`src/rtl/sensor_response_word_checker_core_macros.svh`:
```
// assertion macros for the sensor response word checker
`ifndef SENSOR_RESPONSE_WORD_CHECKER_CORE_MACROS_SVH
`define SENSOR_RESPONSE_WORD_CHECKER_CORE_MACROS_SVH

// property that must hold in the same cycle as its trigger
`define SRWC_ASSERT_SAME(lbl, clk, rst, ante, cons) \
   lbl: assert property (@(posedge clk) disable iff (rst) (ante) |-> (cons)) \
      else $error("srwc check failed");

// property that must hold in the cycle after its trigger
`define SRWC_ASSERT_NEXT(lbl, clk, rst, ante, cons) \
   lbl: assert property (@(posedge clk) disable iff (rst) (ante) |=> (cons)) \
      else $error("srwc check failed");

`endif

```
`src/rtl/srwc_pkg.sv`:
```
// package: types, constants and crc function for the response word checker
package srwc_pkg;

   localparam int          DefaultMaxWords = 3;
   localparam int          CombinedWidth   = 48;
   localparam logic [7:0]  CRC_POLY        = 8'h31;
   localparam logic [7:0]  CRC_INIT        = 8'hFF;
   localparam logic [15:0] PASS_RESET      = 16'hD400;

   typedef enum logic [1:0] {
      KIND_MEASURE  = 2'd0,
      KIND_SELFTEST = 2'd1,
      KIND_SERIAL   = 2'd2,
      KIND_BASELINE = 2'd3
   } kind_type;

   typedef enum logic [1:0] {
      STATUS_OK       = 2'd0,
      STATUS_CRC      = 2'd1,
      STATUS_SELFTEST = 2'd2,
      STATUS_BASELINE = 2'd3
   } status_type;

   typedef enum logic [1:0] {
      POS_HIGH = 2'd0,
      POS_LOW  = 2'd1,
      POS_CRC  = 2'd2
   } pos_type;

   typedef struct packed {
      logic [15:0]              word_value;
      logic [1:0]               word_index;
      logic                     crc_bad;
      logic                     last;
      status_type               status;
      logic [CombinedWidth-1:0] combined_value;
   } rsp_type;

   function automatic logic [7:0] crc8_byte(input logic [7:0] crc, input logic [7:0] data);
      logic [7:0] c;
      c = crc ^ data;
      for (int i = 0; i < 8; i++) begin
         c = c[7] ? ({c[6:0], 1'b0} ^ CRC_POLY) : {c[6:0], 1'b0};
      end
      return c;
   endfunction

endpackage

```
`src/rtl/srwc_framer.sv`:
```
// response framer: byte position, running crc, word count and result forming
module srwc_framer #(
   parameter int MAX_WORDS = srwc_pkg::DefaultMaxWords
) (
   input  logic             clock,
   input  logic             reset,
   input  logic             accept,
   input  logic [7:0]       rx_byte,
   input  logic             start_req,
   input  logic [1:0]       kind,
   input  logic [15:0]      pass_pattern,
   output logic             result_valid,
   output srwc_pkg::rsp_type result
);
   import srwc_pkg::*;

   localparam logic [1:0] MaxWordsCode = 2'(MAX_WORDS);

   logic [7:0]               crc_ff, crc_in;
   pos_type                  pos_ff, pos_in;
   logic [1:0]               count_ff, count_in;
   logic [7:0]               high_ff, high_in;
   logic [7:0]               low_ff, low_in;
   kind_type                 kind_ff, kind_in;
   logic                     sticky_ff, sticky_in;
   logic [CombinedWidth-1:0] acc_ff, acc_in;

   logic [7:0]               crc_e;
   pos_type                  pos_e;
   logic [1:0]               count_e;
   kind_type                 kind_e;
   logic                     sticky_e;
   logic [CombinedWidth-1:0] acc_e;
   logic [1:0]               total;
   logic [15:0]              word;
   logic                     bad;
   logic                     is_last;
   status_type               status;

   // state as seen after a start has been applied
   always_comb begin
      if (start_req) begin
         crc_e    = CRC_INIT;
         pos_e    = POS_HIGH;
         count_e  = 2'd0;
         kind_e   = kind_type'(kind);
         sticky_e = 1'b0;
         acc_e    = '0;
      end else begin
         crc_e    = crc_ff;
         pos_e    = pos_ff;
         count_e  = count_ff;
         kind_e   = kind_ff;
         sticky_e = sticky_ff;
         acc_e    = acc_ff;
      end
   end

   always_comb begin
      unique case (kind_e)
         KIND_SELFTEST: total = 2'd1;
         KIND_SERIAL:   total = 2'd3;
         default:       total = 2'd2;
      endcase
      if (total > MaxWordsCode) begin
         total = MaxWordsCode;
      end
   end

   assign word    = {high_ff, low_ff};
   assign bad     = (crc_e != rx_byte);
   assign acc_in  = !accept ? acc_ff
                    : (count_e < total && pos_e == POS_CRC)
                    ? {acc_e[CombinedWidth-17:0], word} : acc_e;
   assign is_last = ({1'b0, count_e} + 3'd1) == {1'b0, total};

   always_comb begin
      priority if (!is_last) begin
         status = STATUS_OK;
      end else if (sticky_e || bad) begin
         status = STATUS_CRC;
      end else if (kind_e == KIND_SELFTEST && word != pass_pattern) begin
         status = STATUS_SELFTEST;
      end else if (kind_e == KIND_BASELINE && acc_in[31:0] == 32'd0) begin
         status = STATUS_BASELINE;
      end else begin
         status = STATUS_OK;
      end
   end

   always_comb begin
      crc_in       = crc_e;
      pos_in       = pos_e;
      count_in     = count_e;
      high_in      = high_ff;
      low_in       = low_ff;
      kind_in      = kind_e;
      sticky_in    = sticky_e;
      result_valid = 1'b0;
      if (!accept) begin
         crc_in    = crc_ff;
         pos_in    = pos_ff;
         count_in  = count_ff;
         kind_in   = kind_ff;
         sticky_in = sticky_ff;
      end else if (count_e < total) begin
         unique case (pos_e)
            POS_HIGH: begin
               high_in = rx_byte;
               crc_in  = crc8_byte(crc_e, rx_byte);
               pos_in  = POS_LOW;
            end
            POS_LOW: begin
               low_in = rx_byte;
               crc_in = crc8_byte(crc_e, rx_byte);
               pos_in = POS_CRC;
            end
            default: begin
               sticky_in    = sticky_e | bad;
               crc_in       = CRC_INIT;
               pos_in       = POS_HIGH;
               count_in     = count_e + 2'd1;
               result_valid = 1'b1;
            end
         endcase
      end
   end

   assign result.word_value     = word;
   assign result.word_index     = count_e;
   assign result.crc_bad        = bad;
   assign result.last           = is_last;
   assign result.status         = status;
   assign result.combined_value = acc_in;

   always_ff @(posedge clock) begin
      if (reset) begin
         crc_ff    <= CRC_INIT;
         pos_ff    <= POS_HIGH;
         count_ff  <= 2'd0;
         kind_ff   <= KIND_MEASURE;
         sticky_ff <= 1'b0;
         acc_ff    <= '0;
      end else begin
         crc_ff    <= crc_in;
         pos_ff    <= pos_in;
         count_ff  <= count_in;
         kind_ff   <= kind_in;
         sticky_ff <= sticky_in;
         acc_ff    <= acc_in;
      end
   end

   always_ff @(posedge clock) begin
      high_ff <= high_in;
      low_ff  <= low_in;
   end

endmodule

```
`src/rtl/srwc_out_reg.sv`:
```
// result register with valid/ready towards the consumer
module srwc_out_reg (
   input  logic              clock,
   input  logic              reset,
   input  logic              load,
   input  srwc_pkg::rsp_type load_data,
   input  logic              rsp_ready,
   output logic              rsp_valid,
   output logic              can_accept,
   output srwc_pkg::rsp_type rsp_data
);
   import srwc_pkg::*;

   logic    valid_ff, valid_in;
   rsp_type data_ff, data_in;

   assign can_accept = !valid_ff || rsp_ready;

   always_comb begin
      valid_in = valid_ff && !rsp_ready;
      data_in  = data_ff;
      if (load) begin
         valid_in = 1'b1;
         data_in  = load_data;
      end
   end

   always_ff @(posedge clock) begin
      if (reset) begin
         valid_ff <= 1'b0;
      end else begin
         valid_ff <= valid_in;
      end
   end

   always_ff @(posedge clock) begin
      data_ff <= data_in;
   end

   assign rsp_valid = valid_ff;
   assign rsp_data  = data_ff;

endmodule

```
`src/rtl/sensor_response_word_checker_core.sv`:
```
// top level: crc-8 checked response word framer with self-test pattern register
// output: a result is registered and appears in the cycle after the crc byte of a word is accepted
// throughput: one byte per cycle; input ready drops in any cycle in which a
// held result is not taken
// reset: synchronous, clears framer control state (not the data bytes), output valid and sets the pass pattern
module sensor_response_word_checker_core #(
   parameter int MAX_WORDS = srwc_pkg::DefaultMaxWords
) (
   input  logic                                clock,
   input  logic                                reset,
   input  logic                                req_valid,
   output logic                                req_ready,
   input  logic [7:0]                          req_rx_byte,
   input  logic                                req_start_req,
   input  logic [1:0]                          req_kind,
   output logic                                rsp_valid,
   input  logic                                rsp_ready,
   output logic [15:0]                         rsp_word_value,
   output logic [1:0]                          rsp_word_index,
   output logic                                rsp_crc_bad,
   output logic                                rsp_last,
   output logic [1:0]                          rsp_status,
   output logic [srwc_pkg::CombinedWidth-1:0]  rsp_combined_value,
   input  logic                                csr_wr_en,
   input  logic [15:0]                         csr_wr_data
);
   import srwc_pkg::*;

   `include "sensor_response_word_checker_core_macros.svh"

   logic [15:0] pass_pattern_ff, pass_pattern_in;
   logic        accept;
   logic        result_valid;
   rsp_type     result;
   rsp_type     rsp_data;

   assign pass_pattern_in = csr_wr_en ? csr_wr_data : pass_pattern_ff;

   always_ff @(posedge clock) begin
      if (reset) begin
         pass_pattern_ff <= PASS_RESET;
      end else begin
         pass_pattern_ff <= pass_pattern_in;
      end
   end

   assign accept = req_valid && req_ready;

   srwc_framer #(
      .MAX_WORDS(MAX_WORDS)
   ) u_framer (
      .clock        (clock),
      .reset        (reset),
      .accept       (accept),
      .rx_byte      (req_rx_byte),
      .start_req    (req_start_req),
      .kind         (req_kind),
      .pass_pattern (pass_pattern_ff),
      .result_valid (result_valid),
      .result       (result)
   );

   srwc_out_reg u_out_reg (
      .clock      (clock),
      .reset      (reset),
      .load       (result_valid),
      .load_data  (result),
      .rsp_ready  (rsp_ready),
      .rsp_valid  (rsp_valid),
      .can_accept (req_ready),
      .rsp_data   (rsp_data)
   );

   assign rsp_word_value     = rsp_data.word_value;
   assign rsp_word_index     = rsp_data.word_index;
   assign rsp_crc_bad        = rsp_data.crc_bad;
   assign rsp_last           = rsp_data.last;
   assign rsp_status         = rsp_data.status;
   assign rsp_combined_value = rsp_data.combined_value;

   `SRWC_ASSERT_SAME(a_stall_blocks_input, clock, reset, rsp_valid && !rsp_ready, !req_ready)
   `SRWC_ASSERT_SAME(a_status_only_last, clock, reset, rsp_valid && rsp_status != STATUS_OK, rsp_last)
   `SRWC_ASSERT_SAME(a_bad_last_is_crc, clock, reset, rsp_valid && rsp_last && rsp_crc_bad, rsp_status == STATUS_CRC)
   `SRWC_ASSERT_SAME(a_word_in_combined, clock, reset, rsp_valid, rsp_combined_value[15:0] == rsp_word_value)

endmodule
```
`config.mk`:
```
export PLATFORM = sky130hd
export DESIGN_NAME = sensor_response_word_checker_core
export DESIGN_NICKNAME = d
export VERILOG_FILES = /design/src/rtl/srwc_pkg.sv /design/src/rtl/srwc_framer.sv /design/src/rtl/srwc_out_reg.sv /design/src/rtl/sensor_response_word_checker_core.sv
export VERILOG_INCLUDE_DIRS = /design/src /design/src/rtl
export SDC_FILE = /design/constraint.sdc
export NUM_CORES = 1
export LEC_CHECK = 0
export BUFFER_PORTS_ARGS = -buffer_cell sky130_fd_sc_hd__buf_2
export CAP_MARGIN = 20
export CORE_MARGIN = 5
export CORE_UTILIZATION = 55
export DETAILED_ROUTE_END_ITERATION = 6
export PLACE_DENSITY = 0.84
export SETUP_SLACK_MARGIN = 0.1
export SLEW_MARGIN = 15
export SYNTH_ARGS = -nofsm -noshare
export SYNTH_HDL_FRONTEND = slang
export SYNTH_SLANG_ARGS = --single-unit
```
`constraint.sdc`:
```
create_clock -name clock -period 8.4 [get_ports clock]
set_input_delay 1.26 -clock clock [delete_from_list [all_inputs] [get_ports clock]]
set_output_delay 1.26 -clock clock [all_outputs]
set_load 0.02 [all_outputs]
```
# Word-level counts from Yosys, hierarchy flattened
# Cells that the tools add are included.
totals:
  ff_bits: 166
classes:
  eq_ne: 8
  n_reduce_logical: 15
  addsub: 2
  muxes: 33
  bitwise: 11
  n_lt_le_gt_ge: 2
ops:
  columns: ["op", "count"]
  rows:
  - ["$mux W48", 3]
  - ["$mux W6", 8]
  - ["$logic_not A32 Y1", 1]
  - ["$mux W8", 3]
  - ["$not A3 Y3", 8]
  - ["$mux W2", 9]
  - ["$ne A16 B16 Y1", 1]
  - ["$mux W1", 8]
  - ["$ne A8 B8 Y1", 1]
  - ["$pmux W2 S2", 2]
  - ["$xor A8 B8 Y8", 1]
  - ["$eq A2 B2 Y1 const B", 3]
  - ["$reduce_and A3 Y1", 2]
  - ["$logic_and A1 B1 Y1", 5]
  - ["$eq A2 B1 Y1 const B", 2]
  - ["$reduce_or A2 Y1", 2]
  - ["$add A2 B1 Y3 const B", 1]
  - ["$eq A3 B2 Y1", 1]
  - ["$add A2 B1 Y2 const B", 1]
  - ["$gt A2 B2 Y1 const B", 1]
  - ["$logic_not A1 Y1", 2]
  - ["$logic_not A2 Y1", 1]
  - ["$logic_or A1 B1 Y1", 2]
  - ["$lt A2 B2 Y1", 1]
  - ["2 further kinds", 2]

# Longest topological paths before layout
# Gate-level depths: netlist of the first run.
depth:
  depth_word: 20
  ltp_mapped: 16
  mapped_depth_nobuf: 11

# Modules after synthesis
# From an unflattened synthesis of the first run, not the netlist that was laid out.
hier_totals:
  cells_unflattened: 519
  area_unflattened_um2: 6605.1
by_module_without_submodules:
  columns: ["module", "cells_per_inst", "area_per_inst_um2", "n_inst"]
  rows:
  - ["srwc_framer", 392, 3861.2, 1]
  - ["srwc_out_reg", 74, 2148.3, 1]
  - ["sensor_response_word_checker_core", 53, 595.6, 1]

# Worst setup path after synthesis of the first run
# OpenSTA, ideal clock, no wires.
synth_path:
  path_kind: "input port to flip-flop"
  from: "in req_start_req"
  to: "reg u_framer.sticky_ff"
  setup_slack_ns: 3.087
  cell_stages: 13
  required_ns: 8.327
  arrival_ns: 5.240
  cell_sequence: "buf_6 > buf_2 > buf_2 > buf_2 > mux2_2 > ha_1 > ha_1 > nor2b_1 > nor4_1 > nand2_1 > inv_1 > a22oi_1 > nor2_1"
synth_via:
  elab_chain_len: 7
synth_rtl:
  columns: ["item", "line", "text"]
  rows:
  - ["start, declared", "sensor_response_word_checker_core.sv:14", "input logic req_start_req,"]
  - ["$mux W2 (*)", "srwc_framer.sv:42", "if (start_req) begin"]
  - ["via u_framer.kind_e[0]", "srwc_framer.sv:31", "kind_type kind_e;"]
  - ["$eq A2 B2 Y1 / $eq A2 B1 Y1 (equally long branches)", "srwc_framer.sv:60", "unique case (kind_e)"]
  - ["$pmux W2 S2 (*)", "srwc_framer.sv:60", null]
  - ["$gt A2 B2 Y1", "srwc_framer.sv:65", "if (total > MaxWordsCode) begin"]
  - ["$mux W2 (*)", "srwc_framer.sv:65", null]
  - ["$lt A2 B2 Y1 (*)", "srwc_framer.sv:106", "end else if (count_e < total) begin"]
  - ["$mux W1 (*)", "srwc_framer.sv:106", null]
  - ["end signal, assigned", "srwc_framer.sv:149", "sticky_ff <= sticky_in;"]
  - ["end, declared", "srwc_framer.sv:25", "logic sticky_ff, sticky_in;"]
# The timed path passes the listed nets; every way through them passes the cells marked *.
# A chain may end at the register's enable or synchronous reset.

# Final worst setup path of the first run
layout_path:
  from: "in req_start_req"
  to: "reg u_framer.count_ff[0]"
layout_via:
  elab_chain_len: 7
layout_rtl:
  columns: ["item", "line", "text"]
  rows:
  - ["$mux W2 (*)", "srwc_framer.sv:42", null]
  - ["via u_framer.kind_e[0]", "srwc_framer.sv:31", null]
  - ["$eq A2 B2 Y1 / $eq A2 B1 Y1 (equally long branches)", "srwc_framer.sv:60", null]
  - ["$pmux W2 S2 (*)", "srwc_framer.sv:60", null]
  - ["$gt A2 B2 Y1", "srwc_framer.sv:65", null]
  - ["$mux W2 (*)", "srwc_framer.sv:65", null]
  - ["$lt A2 B2 Y1 (*)", "srwc_framer.sv:106", null]
  - ["$mux W2 (*)", "srwc_framer.sv:106", null]
  - ["end signal, assigned", "srwc_framer.sv:147", "count_ff <= count_in;"]
  - ["end, declared", "srwc_framer.sv:21", "logic [1:0] count_ff, count_in;"]
# Marked as above.

==> summary.txt, run 1 <==
Logic synthesis
  – Cell count after synthesis: 520
  – Area leader, netlist: edfxtp_1
  – Number of synthesized flops with an enable pin: 86
  – Sequential share of the synthesized area: 0.637
  – Yosys warns: 0
  – Post-synth top area share: 0.393
  – Synth top area cells: edfxtp_1 (39%), dfxtp_1 (24%), a22o_1 (5.2%), nor2b_1 (5.1%), xnor2_1 (4.8%)
  – Synth Area in Simple Gates: 0.128
  – Largest family of logic cells by synthesized area: simple AND/OR/NAND/NOR gates
  – Syn_area_per_cell: 12.6 µm²
  – Post-synthesis adder-cell area fraction: 0.00953
  – Post-Syn Nets: around 560
  – Xor/xnor share of the synthesized area: 0.0606
  – Post-synthesis compound-gate area fraction: 0.117
  – Mux cell area share after synthesis: 0.0215
  – Main synth FF type: edfxtp_1
  – Synth unique cells: between 40 and 50
  – #FFs+latches synth: ~170
  – Post-synth ARST share: 0
  – Synth Cell Area: roughly 6600 µm²

Timing
  – Worst hold slack: approximately 0.46 ns
  – # setup viols final: 0
  – Max-slew violations: 0
  – Least-Margin Pin Slew: around 0.91 ns
  – Final Cycle Share: 0.556
  – RSZ-0062 raised after global routing: false
  – Setup TNS: 0 ns
  – Max-slew headroom: 0.395
  – Worst setup slack after layout: 3.73 ns
  – Max Freq: 0.214 GHz
  – Layout Skew: ~0.010 ns
  – Fin. Hold Viols: 0
  – Minimum clock period: between 4 and 5 ns

Route
  – Via count: ~4600
  – Drt wl/cell: around 19 µm
  – Post-Route WL: between 15000 and 20000 µm
  – Drt pass-1 iters: 5
  – Final ANT Viol Nets: 0
  – Vias per std cell: just under 6
  – Residual DRC count: 0
  – DR iter-0 viols: between 300 and 400

Clock network
  – Worst-skew pair later-pin latency: between 0.4 and 0.5 ns
  – Sink Count: around 170
  – Clock buffer count from CTS: 17
  – CTS resizes: 0
  – CTS max path bufs: 2
  – # Post-CTS Setup Buffers: 0
  – H-tree Lvls: 4
  – Root buf cell: clkbuf_16
  – CTS tree: built
  – Cts hold-fix bufs: 0
  – Worst-path clk slew: roughly 0.07 ns

Setup path
  – Worst path bufs/invs: 3
  – Worst EP required: roughly 8.7 ns
  – Delay-heaviest family, CP: buffers and inverters
  – Crit path cell chain: buf_2 > mux2_2 > ha_1 > ha_1 > nor2b_1 > nor4_1 > nand2_1 > inv_2 > buf_4 > a21oi_1 > a211oi_1
  – R2R cell count: 10
  – Crit start category: primary input
  – FF-to-FF End: u_framer.count_ff[0]$_SDFFE_PP0P_
  – Critical Path End Type: flip-flop
  – WS Path Type: in -> reg
  – Worst Path Max Fanout: 40
  – R2R Setup Slk: 4.96 ns
  – Arrival time worst endpoint: ~5 ns
  – FF-to-FF Start: u_framer.kind_ff[0]$_SDFFE_PP0P_
  – Crit-path slowest cell: inv_2
  – Max incr delay on CP: roughly 0.56 ns
  – Most used cell, CP: ha_1

Place
  – Placer congestion estimate: 0.852
  – PortBufs: between 100 and 150
  – Placement Setup Slack: ~3.3 ns
  – DP HPWL: around 9900 µm

GRT
  – Pin count of the biggest net entering global routing: between 80 and 90
  – First-pass GRT wire length: around 23000 µm
  – GRT Residual Overflow: 0
  – Initial antenna violation count: 0
  – Total Routing Usage GR: 0.211
  – Via count of the first global-routing pass: approximately 4500

Layout
  – Nets@finish: ~650
  – Layout cells sized above 1: 0.233
  – Fillers: 830
  – Footprint of the multi-input gates: around 2200 µm²
  – N_diodes: 0
  – Storage cell area: roughly 4200 µm²
  – Layout area overhead: 19.2%

Floorplanning
  – CORE AREA: 11900 µm²
  – Initial Utilization: 0.554
  – Ports: 104
  – Die ar.: between 10000 and 15000 µm²
  – Die W: approximately 120 µm
  – Row count: 40
  – Die Y-Extent: 119 µm

Run
  – MaxCap Viol Count: 0

Hold path
  – Hold Path Sink: u_framer.kind_ff[0]$_SDFFE_PP0P_
  – Hold Path Origin: u_framer.kind_ff[0]$_SDFFE_PP0P_
  – Type of the most critical hold path: reg -> reg
  – Hold Path Cell Cnt: 2

Power
  – Pwr per Cell Area: 246 nW/µm²
  – Leak Pwr: between 2 and 3 nW
  – VDD IR-drop max: roughly 0.13 mV

Status
  – Status: finished clean
[cell usage after synthesis (4+ instances only)]
cell	count
a22o_1	39
a22oi_1	12
ha_1	5
nor3_1	6
nor2b_1	54
nand2_1	18
o22ai_1	9
nor2_1	30
o21ai_0	7
clkbuf_1	18
a21oi_1	15
edfxtp_1	86
a211o_1	4
nand4_1	5
xor2_1	5
buf_2	6
mux2i_1	13
dfxtp_1	80
xnor2_1	36
nand2b_1	12
nor4_1	11
inv_1	9
[metal layers]
layer	global-route usage	part of all wire	wire length, µm
met2	0.367	0.51	7750
met1	0.246	0.37	5630
met3	0.0584	0.079	1190
met4	0.0862	0.032	487
met5	0	0	0
[worst min-delay path, stage by stage (launching register included)]
cell	delay, ns
dfxtp_1	0.31
nand2_1	0.05
a21oi_1	0.05
[worst max-delay path by stage]
stage             startpoint                                   end  slack, ns  cells past startpoint
5_1_grt        req_start_req     u_framer.count_ff[0]$_SDFFE_PP0P_       3.42                     11
4_1_cts        req_start_req  u_out_reg.rsp_data[48]$_SDFFCE_PN0P_       3.69                     11
3_3_place_gp   req_start_req  u_out_reg.rsp_data[48]$_SDFFCE_PN0P_       3.49                     11
3_5_place_dp   req_start_req  u_out_reg.rsp_data[48]$_SDFFCE_PN0P_       3.29                     11
2_1_floorplan  req_start_req       u_framer.sticky_ff$_SDFFE_PP0P_       3.09                     13
6_report       req_start_req     u_framer.count_ff[0]$_SDFFE_PP0P_       3.73                     11
[where the power goes]
group          total [W]  switching (W)  internal [W]
combinational   0.000159      0.0000837     0.0000755
clock           0.000868       0.000305      0.000563
sequential      0.000898      0.0000273      0.000871
total            0.00193       0.000416       0.00151
[cell type report]
| class | instances | share of cell area |
|---|---|---|
| Sequential cell | 166 | 0.534 |
| Multi-Input combinational cell | 316 | 0.283 |
| Timing Repair Buffer | 107 | 0.0697 |
| Clock buffer | 18 | 0.0561 |
| Clock inverter | 14 | 0.0292 |
| Tap cell | 147 | 0.0235 |
| Inverter | 9 | 0.00432 |
[cells by family after synthesis]
| group | after synthesis |
|---|---|
| AO/OA/AOI/OAI | 103 |
| XOR/XNOR | 43 |
| adder cells (fa/ha/maj) | 5 |
| buffers and inverters | 38 |
| flip-flops | 166 |
| multiplexers | 14 |
| AND/OR/NAND/NOR | 151 |
[cell usage in the layout (no fill, tap or decap), types with 3 or more instances in the layout]
| cell | count |
|---|---|
| o22ai_1 | 9 |
| o21ai_1 | 3 |
| a22oi_1 | 12 |
| inv_1 | 8 |
| nor4_1 | 11 |
| nor2b_1 | 54 |
| mux2i_1 | 13 |
| buf_4 | 4 |
| ha_1 | 5 |
| o21ai_0 | 7 |
| nor3_1 | 6 |
| a22o_1 | 39 |
| or4_1 | 3 |
| bufinv_16 | 6 |
| a211o_1 | 4 |
| edfxtp_1 | 86 |
| nand3_1 | 3 |
| nand2_1 | 18 |
| nand2b_1 | 12 |
| nor2_1 | 29 |
| clkbuf_16 | 17 |
| nand4_1 | 5 |
| dfxtp_1 | 80 |
| clkinv_2 | 3 |
| a21oi_1 | 15 |
| xor2_1 | 5 |
| xnor2_1 | 36 |
| buf_2 | 103 |
[metrics by stage]
stage	power, W	utilization	std cells	cell area, µm²
floorplan	0.00103	-	520	6570
detailed placement	0.00107	0.604	745	7160
global route	0.00199	0.660	777	7830
global placement	0.00107	0.604	745	7160
CTS	0.00193	0.660	777	7830
finish	0.00193	0.660	777	7830
[registers in the layout, summed over array words and instances, names as in the netlist]
name,cells
u_framer.low_ff,8
u_framer.acc_ff,48
u_framer.pos_ff,2
u_framer.count_ff,2
u_framer.crc_ff,8
u_out_reg.rsp_valid,1
u_framer.sticky_ff,1
u_framer.high_ff,8
u_framer.kind_ff,2
u_out_reg.rsp_data,70
pass_pattern_ff,16
Note: power is estimated with default switching activity, not from simulation.
==> run 2, diff against run 1 <==
==> constraint.sdc (replaced) <==
create_clock -name clock -period 4.3 [get_ports clock]
set_input_delay 0.645 -clock clock [delete_from_list [all_inputs] [get_ports clock]]
set_output_delay 0.645 -clock clock [all_outputs]
set_load 0.02 [all_outputs]
==> summary.txt, run 2 (same netlist as run 1, synthesis figures left out) <==
Route
  – Via count: 4518 (was 4587)
  – Drt wl/cell: 18.9 µm (was 19.4 µm)
  – Drt pass-1 iters: 5 (unchanged)
  – Residual DRC count: 0 (unchanged)
  – Post-Route WL: 14800 µm (was 15100 µm)
  – Vias per std cell: 5.78 (was 5.90)
  – DR iter-0 viols: 485 (was 362)
  – Final ANT Viol Nets: 0 (unchanged)

Layout
  – Nets@finish: 659 (was 654)
  – Footprint of the multi-input gates: 2210 µm² (about the same)
  – Post-layout util: 0.662 (was 0.660)
  – Fillers: 802 (was 830)
  – Post-route cell area: 7860 µm² (was 7830 µm²)
  – Commonest non-fill, non-tap cell in the layout: buf_2 (unchanged)
  – Layout cells sized above 1: 0.239 (was 0.233)
  – Storage cell area: 4180 µm² (unchanged)
  – Max reg flops: 70 (unchanged)
  – Layout area overhead: 19.6% (was 19.2%)
  – N_diodes: 0 (unchanged)
  – Most frequent cells in the layout: buf_2 (103), edfxtp_1 (86), dfxtp_1 (80), nor2b_1 (54), a22o_1 (39) (unchanged)

Power
  – VDD IR-drop max: 0.255 mV (was 0.127 mV)
  – Leak Pwr: 2.93 nW (was 2.92 nW)
  – Pwr per Cell Area: 462 nW/µm² (was 246 nW/µm²)

Clock network
  – Worst-path clk slew: 0.06 ns (was 0.07 ns)
  – H-tree Lvls: 4 (unchanged)
  – # Post-CTS Setup Buffers: 0 (unchanged)
  – CTS max path bufs: 2 (unchanged)
  – Worst-skew pair later-pin latency: 0.41 ns (was 0.42 ns)
  – CTS tree: built (unchanged)
  – Clock buffer count from CTS: 17 (unchanged)
  – CTS resizes: 0 (unchanged)
  – Root buf cell: clkbuf_16 (unchanged)
  – Cts hold-fix bufs: 0 (unchanged)
  – Sink Count: 166 (unchanged)

GRT
  – First-pass GRT wire length: 23200 µm (was 23400 µm)
  – Total Routing Usage GR: 0.208 (was 0.211)
  – GR Util met3: 0.0575 (was 0.0584)
  – Most heavily used metal layer in global routing: met2 (unchanged)
  – GRT Residual Overflow: 0 (unchanged)
  – Initial antenna violation count: 0 (unchanged)
  – Via count of the first global-routing pass: 4527 (was 4470)
  – Met2 Resource Use GR: 0.353 (was 0.367)
  – Met1 Track Usage GR: 0.249 (was 0.246)
  – Pin count of the biggest net entering global routing: 42 (was 81)

Timing
  – Fin. Hold Viols: 0 (unchanged)
  – Setup TNS: 0 ns (unchanged)
  – Minimum clock period: approximately 3.3 ns
  – Least-Margin Pin Slew: 0.734 ns (was 0.907 ns)
  – Max Freq: roughly 0.30 GHz
  – # setup viols final: 0 (unchanged)
  – Worst setup slack after layout: 0.998 ns (was 3.73 ns)
  – Max-slew headroom: 0.511 (was 0.395)
  – Final Cycle Share: 0.768
  – RSZ-0062 raised after global routing: false (unchanged)
  – Max-slew violations: 0 (unchanged)
  – Layout Skew: 0.0101 ns (was 0.0102 ns)

Floorplanning
  – Ports: 104 (unchanged)
  – Die Y-Extent: 119 µm (unchanged)
  – Row count: 40 (unchanged)
  – CORE AREA: 11900 µm² (unchanged)
  – Initial Utilization: 0.554 (unchanged)
  – Die W: 119 µm (unchanged)
  – Die ar.: 14200 µm² (unchanged)

Run
  – MaxCap Viol Count: 0 (unchanged)

Setup path
  – Crit-path slowest cell: nor2_2 (was inv_2)
  – Max incr delay on CP: 0.51 ns (was 0.56 ns)
  – Critical Path End Type: flip-flop (unchanged)
  – Worst path bufs/invs: 2 (was 3)
  – Worst Path Max Fanout: 28 (was 40)
  – Arrival time worst endpoint: 3.64 ns (was 4.99 ns)
  – R2R Setup Slk: 1.15 ns (was 4.96 ns)
  – Worst EP required: 4.64 ns (was 8.73 ns)
  – Crit path cell chain: buf_2 > mux2_2 > ha_1 > ha_1 > nor2b_1 > nor4_1 > nand2_1 > nor2_2 > buf_12 > a22o_1 > nor2b_1 (was buf_2 > mux2_2 > ha_1 > ha_1 > nor2b_1 > nor4_1 > nand2_1 > inv_2 > buf_4 > a21oi_1 > a211oi_1)
  – WS Path Type: in -> reg (unchanged)
  – Crit start category: primary input (unchanged)
  – Delay-heaviest family, CP: simple AND/OR/NAND/NOR gates (was buffers and inverters)

Status
  – Status: finished clean (unchanged)

Hold path
  – Type of the most critical hold path: in -> reg (was reg -> reg)

Place
  – DP Area: 7240 µm² (was 7160 µm²)
  – Placement Setup Slack: 0.650 ns (was 3.29 ns)
  – PortBufs: 103 (unchanged)
  – Placer congestion estimate: 0.850 (was 0.852)
  – DP HPWL: 10200 µm (was 9870 µm)
[run 2: changes by cell type in the layout (fill, tap and decap cells not counted), sizes merged]
cell,delta
buf,+5
bufinv,-3
clkbuf,+3
clkinv,+1
inv,-1
[run 2: cell type report]
cell class	instances	share of cell area
Inverter	9	0.00478
Multi-Input combinational cell	316	0.282
Sequential cell	166	0.533
Tap cell	147	0.0234
Timing Repair Buffer	112	0.0790
Clock buffer	21	0.0599
Clock inverter	11	0.0188
[run 2: where the power goes]
part           switching (W)  total, W  leakage [nW]  internal, W
Clock               0.000598   0.00156         0.303     0.000962
Combinational       0.000168  0.000320          1.23     0.000151
Sequential         0.0000524   0.00175          1.40      0.00170
[run 2: stage by stage]
step | power (W) | std cells | hold slack (ns)
after floorplan | 0.00202 | 520 | 0.434
after detailed placement | 0.00210 | 750 | 0.465
after CTS | 0.00364 | 782 | 0.438
after global routing | 0.00375 | 782 | 0.437
final | 0.00363 | 782 | 0.451
after global placement | 0.00209 | 750 | 0.442
[run 2: worst paths after layout]
kind,depth (start not counted),from,to
min reg2reg,2,u_framer.kind_ff[0]$_SDFFE_PP0P_,u_framer.kind_ff[0]$_SDFFE_PP0P_
max,11,req_start_req,u_framer.acc_ff[43]$_SDFF_PP0_
min,2,csr_wr_data[15],pass_pattern_ff[15]$_SDFFE_PP1P_
max reg2reg,10,u_framer.kind_ff[0]$_SDFFE_PP0P_,u_framer.acc_ff[43]$_SDFF_PP0_
[run 2: routing by layer]
layer	share of wire	vias to the layer above
met4	0.026	0
met3	0.063	29
met2	0.51	174
met5	0	-
li1	-	2101
met1	0.40	2214
